### src/rtl/sacl_pkg.sv
// Shared types and constants of the set-associative LRU tag directory.
`default_nettype none

package sacl_pkg;

  // Register indexes on the configuration port (byte address / 4).
  localparam logic [1:0] REG_OFFSET_BITS = 2'd0;
  localparam logic [1:0] REG_SET_BITS    = 2'd1;
  localparam logic [1:0] REG_WAYS        = 2'd2;

  localparam int TAG_W  = 32;
  localparam int ADDR_W = 32;

  // Sequencer states, one-hot.
  typedef enum logic [8:0] {
    S_CLEAR  = 9'b000000001,
    S_IDLE   = 9'b000000010,
    S_DECODE = 9'b000000100,
    S_READ   = 9'b000001000,
    S_LOAD   = 9'b000010000,
    S_SCAN   = 9'b000100000,
    S_PICK   = 9'b001000000,
    S_AGE    = 9'b010000000,
    S_WRITE  = 9'b100000000
  } sacl_state_t;

  // Per-way status from the shared way unit.
  typedef struct packed {
    logic match;
    logic free;
    logic older;
  } sacl_way_stat_t;

endpackage

`default_nettype wire

### src/rtl/sacl_way_unit.sv
// Shared per-way unit: tag compare, free/oldest checks and LRU age update.
`default_nettype none

module sacl_way_unit import sacl_pkg::*; #(
  parameter int WAYS  = 8,
  parameter int AGE_W = 3
) (
  input  wire logic             valid_i,
  input  wire logic [AGE_W-1:0] age_i,
  input  wire logic [TAG_W-1:0] tag_i,
  input  wire logic [TAG_W-1:0] tag_ref_i,
  input  wire logic [AGE_W-1:0] oldest_i,
  input  wire logic [AGE_W-1:0] target_i,
  input  wire logic             is_w_i,
  input  wire logic             hit_i,
  output sacl_way_stat_t        stat_o,
  output logic      [AGE_W-1:0] age_nxt_o
);

  localparam logic [AGE_W-1:0] MAX_AGE = AGE_W'(WAYS - 1);

  logic bump;

  always_comb begin
    stat_o.match = valid_i && (tag_i == tag_ref_i);
    stat_o.free  = !valid_i;
    stat_o.older = age_i > oldest_i;

    // Age every other valid way; on a hit only those younger than the hit way.
    bump = !is_w_i && valid_i && (!hit_i || (age_i < target_i));
    if (is_w_i) begin
      age_nxt_o = '0;
    end else if (bump && (age_i < MAX_AGE)) begin
      age_nxt_o = age_i + AGE_W'(1);
    end else begin
      age_nxt_o = age_i;
    end
  end

endmodule

`default_nettype wire

### config.mk
export PLATFORM = sky130hd
export DESIGN_NAME = sacl_way_unit
export DESIGN_NICKNAME = d
export VERILOG_FILES = /design/src/rtl/sacl_pkg.sv /design/src/rtl/sacl_way_unit.sv
export SDC_FILE = /design/constraint.sdc
export NUM_CORES = 1
export LEC_CHECK = 0
export ABC_CLOCK_PERIOD_IN_PS = 1400
export BUFFER_PORTS_ARGS = -buffer_cell sky130_fd_sc_hd__buf_4
export CAP_MARGIN = 20
export CORE_UTILIZATION = 28
export DETAILED_ROUTE_END_ITERATION = 12
export PLACE_DENSITY = 0.8
export SETUP_SLACK_MARGIN = 0.3
export SLEW_MARGIN = 10
export SYNTH_ARGS = -nofsm -noshare
export SYNTH_HDL_FRONTEND = slang
export SYNTH_SLANG_ARGS = --single-unit
### constraint.sdc
create_clock -name vclk -period 1.4
set_clock_uncertainty 0.1 [all_clocks]
set_input_delay 0.21 -clock vclk [all_inputs]
set_output_delay 0.21 -clock vclk [all_outputs]
set_load 0.1 [all_outputs]
# After elaboration in Yosys (flattened, before gate mapping)
# Cells that the tools add are included.
# totals
ff_bits	0
wordCells	15
# classes
add_sub_neg	1
order_cmp	3
n_eq_ne	1
mux	2
n_reduce_logical	8
# op_table
op	count
equality test 32 bit	1
2-to-1 mux 3 bit	2
logical AND 1 bit	4
adder 3 x 1 -> 3 bit, second input constant	1
> comparator 3 bit	1
zero test 1 bit	3
less-than comparator 3 bit	1
less-than comparator 3 bit, second input constant	1
logical OR 1 bit	1

# Logic depth before layout (Yosys ltp)
# Gate-level depths: netlist of the first run.
# logic_depth
depth_word	6
mapped_depth	6

# Least setup slack after synthesis of the first run
# No wires, ideal clock.
# synth_path
kind	input to output
from	input port valid_i
to	output port age_nxt_o[0]
arrival_time_ps	3293
required_ps	1090
setup_slack_ps	-2203
stages	4
n_path_buf	0
cell_sequence	inv_1 > a311oi_1 > o21ai_0 > o21ai_0
# synth_via
elab_chain_len	5
# synth_rtl
element	line	source
start, declared	sacl_way_unit.sv:8	input wire logic valid_i,
logical AND 1 bit (2 in series)	sacl_way_unit.sv:30	bump = !is_w_i && valid_i && (!hit_i || (age_i < target_i));
logical AND 1 bit	sacl_way_unit.sv:33	end else if (bump && (age_i < MAX_AGE)) begin
2-to-1 mux 3 bit	sacl_way_unit.sv:33	
2-to-1 mux 3 bit	sacl_way_unit.sv:31	if (is_w_i) begin
end, declared	sacl_way_unit.sv:17	output logic [AGE_W-1:0] age_nxt_o
# Every way passes these cells.

==> flow_summary.json, run 1 <==
{
  "die_width_microns": 46.5,
  "violations": "setup timing",
  "drtPass1Iterations": 4,
  "criticalPathCategory": "in -> out",
  "synth_top_family_by_area": "XOR/XNOR gates",
  "synth-xor-area-share": 0.520,
  "ir_drop_mv": 0.411,
  "netlist_top_cells_area": "xnor2_1 (44%), ha_1 (14%), nand4_1 (7.9%)",
  "max_slew_margin": 0.829,
  "setup_ws_ps": -431,
  "rows": 15,
  "drt-initial-drc-count": 4,
  "drtAntennaViolNets": 0,
  "drive_gt1_frac": 0.715,
  "fin_nets": 249,
  "io_pins": 82,
  "fin_crit_sh": 1.31,
  "syn_area_per_cell_sq_um": 7.72,
  "die_area_sq_um": 2170,
  "regArea_sq_um": 0,
  "dp_slack_ps": -538,
  "grt.overflow.total": 0,
  "power.density_nw_per_um2": 396,
  "ctsHoldBuffers": 0,
  "p_leak_nw": 0.714,
  "seq_cells": 0,
  "seq_area_frac_synth": 0,
  "synthSimpleGateAreaFrac": 0.178,
  "status": "finished with violations",
  "drv_slew": 0,
  "grt_pass1_vias": 953,
  "synth_top_area_frac": 0.441,
  "max_freq_mhz": 546,
  "routedWlPerCell_microns": 17.7,
  "vias": 946,
  "grt_max_degree": 5,
  "maxCapViolCount": 0,
  "grt_pass1_wl_microns": 4160,
  "nClkBuffers": 0,
  "tightest_slew_ps": 256,
  "cp_max_fo": 1,
  "finalPower_w": 0.000628,
  "n_antenna_cell": 0,
  "crit_arrival_ps": 1520,
  "cp.required_ps": 1090,
  "start_kind": "input pin",
  "ys_types": 18,
  "syn_area_sq_um": 556,
  "wirelength_microns": 3370,
  "synth_warnings": 0,
  "hpwlAfterDp_microns": 2150,
  "final-setup-viol-count": 5,
  "die_h_microns": 46.5,
  "hold_path_class": "in -> out",
  "area_growth_pct": 185,
  "vias_per_cell": 4.98,
  "synth_compound_gate_area_share": 0.113,
  "track_usage": 0.272,
  "yosysTopAreaCell": "xnor2_1",
  "antenna_found_initial": 0,
  "syn_inst": 72,
  "core_area_sq_um": 1800,
  "hold_viol": 0,
  "initial_utilization": 0.308,
  "syn-num-nets": 154,
  "synth_fa_ha_area_frac": 0.135,
  "portBuffers": 82,
  "drcViolationCount": 0,
  "end_kind": "primary output",
  "period_minus_slack_ps": 1830,
  "synthMuxAreaShare": 0,
  "utilization": 0.880,
  "rsz0062_at_grt": "true",
  "routabilityCongestion": 0.675
}
layout make-up:
type / count / area [sq um]
Tap cell: 25 / 31.3
Timing Repair Buffer: 93 / 786
Fill cell: 97 / 216
Multi-Input combinational cell: 64 / 719
Inverter: 8 / 48.8
cells in the mapped netlist:
master    instances
a211oi_1          1
a21o_1            1
a21oi_1           1
a311oi_1          1
a31oi_1           1
ha_1              6
inv_1             8
nand2b_1          1
nand3_1           1
nand3b_1          2
nand4_1           7
nor2_1            1
nor4_1            2
nor4_2            1
o211ai_1          1
o21ai_0           4
xnor2_1          28
xor2_1            5
layer usage:
layer  global-route usage  routed length (microns)  vias up  part of all wire
met2                0.608                     1950       55              0.58
met1                0.230                      977      441              0.29
met3               0.0549                      307       12             0.091
met5                    0                        0        -                 0
met4               0.0471                      129        0             0.038
li1                     -                        -      438                 -
final timing paths:
path,from,to,cells past startpoint
min,is_w_i,age_nxt_o[2],4
max,tag_ref_i[21],stat_o[2],7
where the power goes:
group          switching (W)  total, W  internal (W)  leakage (nW)
clock network              0         0             0             0
registers                  0         0             0             0
logic               0.000287  0.000628      0.000340         0.714
cell families (layout without fill, tap and decap cells):
kind of cell	after synthesis	count (layout)
AOI/OAI and AO/OA	10	10
xor gates and xnor gates	33	33
adders and majority gates	6	6
buffers and inverters	8	101
and+or+nand+nor	15	15
critical path: stages:
cell and delay [ps]:
buf_4 120, xnor2_2 140, nand4_1 130, nor4_2 300, nand4_1 170, nor4_4 180, buf_6 260
stage by stage:
step | hold WS [ps] | std cells | cell area (sq um) | TNS [ps]
finish | 737 | 190 | 1590 | -1690
global route | 746 | 190 | 1590 | -2050
CTS | 720 | 190 | 1540 | -1600
detailed placement | 778 | 187 | 1380 | -2380
global placement | 777 | 187 | 1380 | -2220
floorplan | 422 | 72 | 671 | -3020
layout by cell type, fill, tap and decap left out:
cell type,count
a31oi_4,1
nand2b_1,1
nand3b_1,2
a21o_1,1
nor4_1,1
nor4_4,1
nor2_4,1
a311oi_4,1
o21ai_2,2
inv_12,1
nor4_2,1
xor2_1,5
a211oi_4,1
buf_12,4
buf_6,8
o211ai_1,1
a21oi_2,1
inv_4,1
inv_1,3
buf_8,1
ha_4,5
ha_1,1
inv_2,2
buf_4,80
o21ai_4,2
xnor2_1,24
clkinvlp_4,1
xnor2_2,4
nand4_1,7
nand3_1,1
timing repair:
item | 4_1_cts | 5_1_grt
setup endpoints to repair | 5 | 5
pin swaps | 12 | 8
buffers inserted | 3 | 0
resized for setup | 33 | 7
Note: power is estimated with default switching activity, not from simulation.
==> run 2: changes to the inputs <==
--- a/config.mk
+++ b/config.mk
@@ -10,6 +10,7 @@
 export CAP_MARGIN = 20
 export CORE_UTILIZATION = 28
 export DETAILED_ROUTE_END_ITERATION = 12
+export GPL_TIMING_DRIVEN = 0
 export PLACE_DENSITY = 0.8
 export SETUP_SLACK_MARGIN = 0.3
 export SLEW_MARGIN = 10
==> run 2 against run 1 <==
The run still ends with setup timing left; clock-buffer cell count is the same; wire length grew 0.98%; highest routed layer unchanged; largest power group unchanged; core utilization grew 1.7 points; via count shrank 4.0%; hold slack lost 100 ps; critical endpoint unchanged.
==> flow_summary.json, run 2 (synthesis results as in run 1) <==
{
  "status": "finished with violations",
  "violations": "setup timing",
  "cp_max_fo": 1,
  "die_width_microns": 46.5,
  "drtAntennaViolNets": 0,
  "n_antenna_cell": 0,
  "routedWlPerCell_microns": 18.5,
  "antenna_found_initial": 0,
  "grt_pass1_vias": 894,
  "start_kind": "input pin",
  "ir_drop_mv": 0.366,
  "dp_slack_ps": -657,
  "seq_cells": 0,
  "place_inst": 179,
  "routabilityCongestion": 0.666,
  "finalPower_w": 0.000644,
  "utilization": 0.897,
  "maxCapViolCount": 0,
  "drt-initial-drc-count": 18,
  "final-setup-viol-count": 5,
  "rsz0062_at_grt": "true",
  "vias_per_cell": 4.93,
  "cp.required_ps": 1090,
  "die_area_sq_um": 2170,
  "setup.worst_path.start": "tag_ref_i[30]",
  "hpwlAfterDp_microns": 1950,
  "layout_common_cells": "buf_4 (68), xnor2_2 (14), xnor2_1 (14), buf_6 (14), nand4_1 (7)",
  "rows": 15,
  "vias": 908,
  "grt_pass1_wl_microns": 4080,
  "drive_gt1_frac": 0.742,
  "end_kind": "primary output",
  "track_usage": 0.265,
  "grt_max_degree": 7,
  "core_area_sq_um": 1800,
  "period_minus_slack_ps": 1880,
  "worstHoldStart": "is_w_i",
  "ctsHoldBuffers": 0,
  "nFillCells": 75,
  "p_leak_nw": 0.752,
  "final_common_cell": "buf_4",
  "area_growth_pct": 191,
  "drv_slew": 0,
  "tightest_slew_ps": 346,
  "io_pins": 82,
  "hold_viol": 0,
  "grt.overflow.total": 0,
  "portBuffers": 82,
  "drtPass1Iterations": 4,
  "nClkBuffers": 0,
  "wirelength_microns": 3400,
  "die_h_microns": 46.5,
  "initial_utilization": 0.308,
  "max_slew_margin": 0.769,
  "drcViolationCount": 0,
  "crit_arrival_ps": 1570,
  "power.density_nw_per_um2": 398,
  "max_freq_mhz": 533,
  "fin_crit_sh": 1.34,
  "final_cell_count_no_fill": 184,
  "fin_nets": 243,
  "setup_ws_ps": -476,
  "criticalPathCategory": "in -> out",
  "regArea_sq_um": 0,
  "hold_path_class": "in -> out",
  "fin_tns_setup_ps": -1850
}
## run 2: cell count changes in the layout (fill, tap and decap cells not counted), sizes merged
cell	previous run	this run
buf	93	87
## run 2: final timing paths
check | endpoint | slack, ps | cells after the start
min | age_nxt_o[2] | 640 | 3
max | stat_o[2] | -480 | 7
## run 2: routing by layer
layer	part of all wire	routed length, microns	track usage	up-vias
li1	-	-	-	426
met1	0.34	1160	0.270	417
met2	0.51	1750	0.531	57
met3	0.12	394	0.0510	8
met4	0.029	98	0.0647	0
met5	0	0	0	-
## run 2: metrics by stage
| stage | hold WS (ps) | instance area [sq um] |
|---|---|---|
| 6_report | 637 | 1620 |
| 5_1_grt | 648 | 1620 |
| 4_1_cts | 633 | 1550 |
| 3_5_place_dp | 691 | 1320 |
| 3_3_place_gp | 689 | 1320 |
| 2_1_floorplan | 422 | 671 |
## run 2: what timing repair did
| action | CTS | global route |
|---|---|---|
| resized for setup | 42 | 10 |
| setup endpoints to repair | 5 | 5 |
| buffers inserted | 4 | 1 |
| pin swaps | 10 | 8 |
| endpoints found under the hold margin | 0 | 0 |
## run 2: area by class of cell
type	count	area, sq um	area share
multi-input cells	64	773	0.478
repair buffers	87	763	0.472
well taps	25	31.3	0.0193
inverters	8	48.8	0.0302
## run 2: worst max-delay path, stage by stage
cell     delay [ps]
buf_4           120
xnor2_2         120
nand4_1         160
nor4_2          320
nand4_1         180
nor4_4          180
buf_6           260
## run 2: where the power goes
group,leakage (nW),internal [W],switching (W)
Combinational,0.752,0.000350,0.000294
Clock,0,0,0
Sequential,0,0,0
Total,0.752,0.000350,0.000294
==> run 3: changes to the inputs <==
--- a/config.mk
+++ b/config.mk
@@ -5,13 +5,15 @@
 export SDC_FILE = /design/constraint.sdc
 export NUM_CORES = 1
 export LEC_CHECK = 0
-export ABC_CLOCK_PERIOD_IN_PS = 1400
+export ABC_AREA = 1
+export ABC_CLOCK_PERIOD_IN_PS = 2290
 export BUFFER_PORTS_ARGS = -buffer_cell sky130_fd_sc_hd__buf_4
 export CAP_MARGIN = 20
-export CORE_UTILIZATION = 28
+export CORE_UTILIZATION = 41
 export DETAILED_ROUTE_END_ITERATION = 12
 export GPL_TIMING_DRIVEN = 0
-export PLACE_DENSITY = 0.8
+export PLACE_DENSITY = 0.91
+export REMOVE_ABC_BUFFERS = 1
 export SETUP_SLACK_MARGIN = 0.3
 export SLEW_MARGIN = 10
 export SYNTH_ARGS = -nofsm -noshare
==> constraint.sdc (replaced) <==
create_clock -name vclk -period 2.29
set_clock_uncertainty 0.1 [all_clocks]
set_input_delay 0.3435 -clock vclk [all_inputs]
set_output_delay 0.3435 -clock vclk [all_outputs]
set_load 0.1 [all_outputs]
==> run 3 against run 2 <==
The flow now finishes without violations; cell count rose by 51%; setup slack improved by 830 ps; wire length fell by 29%; core utilization fell by 6.2 points; total power fell by 53%; final area fell by 7.9%; clock-buffer cell count did not move; combinational power fell by 53%; sequential share of layout area did not move; first-iteration DRC count fell by 5.6%; hold slack improved by 240 ps; largest power group unchanged.
==> flow_summary.json, run 3 <==
{
  "end_kind": "primary output",
  "vias_per_cell": 4.27,
  "fin_area_sq_um": 1490,
  "cp_max_fo": 3,
  "hold_path_class": "in -> out",
  "place_inst": 278,
  "synth_top_family_by_area": "simple AND/OR/NAND/NOR gates",
  "wirelength_microns": 2400,
  "grt_pass1_wl_microns": 3570,
  "ctsHoldBuffers": 0,
  "vias": 1188,
  "fin_nets": 337,
  "routedWlPerCell_microns": 8.62,
  "dp_slack_ps": 202,
  "area_growth_pct": 86.8,
  "synth_top_area_frac": 0.297,
  "netlist_top_cells_area": "nand2_1 (30%), inv_1 (22%), ha_1 (9.4%)",
  "placed_cell_area_sq_um": 1440,
  "die_area_sq_um": 2120,
  "grt_max_degree": 6,
  "nClkBuffers": 0,
  "die_width_microns": 46.1,
  "crit_arrival_ps": 1490,
  "drcViolationCount": 0,
  "yosysTopAreaCell": "nand2_1",
  "initial_utilization": 0.447,
  "synth_warnings": 0,
  "final_cell_count_no_fill": 278,
  "yosysMostFrequentCell": "nand2_1",
  "final-setup-viol-count": 0,
  "syn_area_sq_um": 797,
  "start_kind": "input pin",
  "status": "completed",
  "utilization": 0.835,
  "routabilityCongestion": 0.723,
  "core_area_sq_um": 1780,
  "die_h_microns": 46.1,
  "antenna_found_initial": 0,
  "layout_common_cells": "buf_4 (79), nand2_1 (63), inv_1 (45)",
  "syn_area_per_cell_sq_um": 4.66,
  "drtAntennaViolNets": 0,
  "final_common_cell": "buf_4",
  "ys_types": 17,
  "cp.required_ps": 1850,
  "io_pins": 82,
  "synth_commonest_cells": "nand2_1 (63), inv_1 (46), nor2_1 (17)",
  "nFillCells": 150,
  "synth_compound_gate_area_share": 0.100,
  "grt.overflow.total": 0,
  "drv_slew": 0,
  "power.density_nw_per_um2": 205,
  "ir_drop_mv": 0.246,
  "maxCapViolCount": 0,
  "hold_viol": 0,
  "portBuffers": 82,
  "setup.worst_path.end": "age_nxt_o[2]",
  "rsz0062_at_grt": "true",
  "drtPass1Iterations": 4,
  "n_antenna_cell": 0,
  "rows": 15,
  "drt-initial-drc-count": 17,
  "tightest_slew_ps": 283,
  "setup.worst_path.start": "target_i[2]",
  "synth_fa_ha_area_frac": 0.0942,
  "synthSimpleGateAreaFrac": 0.485,
  "finalPower_w": 0.000305,
  "grt_pass1_vias": 973,
  "fin_crit_sh": 0.846,
  "setup_ws_ps": 353,
  "max_freq_mhz": 516,
  "period_minus_slack_ps": 1940,
  "seq_area_frac_synth": 0,
  "synthMuxAreaShare": 0,
  "hpwlAfterDp_microns": 2050,
  "drive_gt1_frac": 0.364,
  "criticalPathCategory": "in -> out",
  "p_leak_nw": 0.973,
  "max_slew_margin": 0.813,
  "seq_cells": 0,
  "track_usage": 0.218,
  "regArea_sq_um": 0,
  "synth-xor-area-share": 0.0989,
  "syn_inst": 171
}
-- run 3: worst max-delay path, cell delays in order --
cell     delay [ps]
buf_4           110
inv_2            60
ha_4            200
a21oi_2         130
nand2_1          80
nand2_2         100
nand3_2          70
a21oi_2         190
buf_12          190
-- run 3: kinds of logic (layout without fill, tap and decap cells) --
group | Yosys count | count (layout)
AO/OA/AOI/OAI | 14 | 14
XOR/XNOR | 9 | 9
adder cells (fa/ha/maj) | 6 | 6
buffers and inverters | 47 | 129
AND/OR/NAND/NOR | 95 | 95
-- run 3: repair_timing --
item                                    CTS  global route
buffers inserted                          0             0
endpoints found under the setup margin    2             3
resized for setup                         6             5
cloned                                    0             0
pin swaps                                 3             5
-- run 3: metrics by stage --
step / TNS [ps] / hold WS, ps
after floorplan: -2370 / 753
after global placement: 0 / 920
final: 0 / 874
after global routing: 0 / 885
after CTS: 0 / 872
after detailed placement: 0 / 924
-- run 3: report_power, final --
part           total [W]  leakage [nW]  switching [W]  internal [W]
logic           0.000305         0.973       0.000156      0.000149
registers              0             0              0             0
clock network          0             0              0             0
-- run 3: cell type report --
class	instances	area, sq um	share of cell area
inverters	47	176	0.118
multi-input cells	124	646	0.434
repair buffers	82	636	0.427
well taps	25	31.3	0.0210
-- run 3: worst min-delay path by stage --
| stage | startpoint | endpoint | depth (start not counted) |
|---|---|---|---|
| 2_1_floorplan | is_w_i | age_nxt_o[2] | 1 |
| 3_3_place_gp | is_w_i | age_nxt_o[2] | 3 |
| 3_5_place_dp | is_w_i | age_nxt_o[2] | 3 |
| 4_1_cts | is_w_i | age_nxt_o[2] | 3 |
| 5_1_grt | is_w_i | age_nxt_o[2] | 3 |
| 6_report | is_w_i | age_nxt_o[2] | 3 |
-- run 3: metal layers --
metal,GRT usage,part of all wire,wire length (microns)
met2,0.445,0.48,1150
met4,0.0176,0.010,25
met1,0.242,0.41,978
met5,0,0,0
met3,0.0275,0.10,245
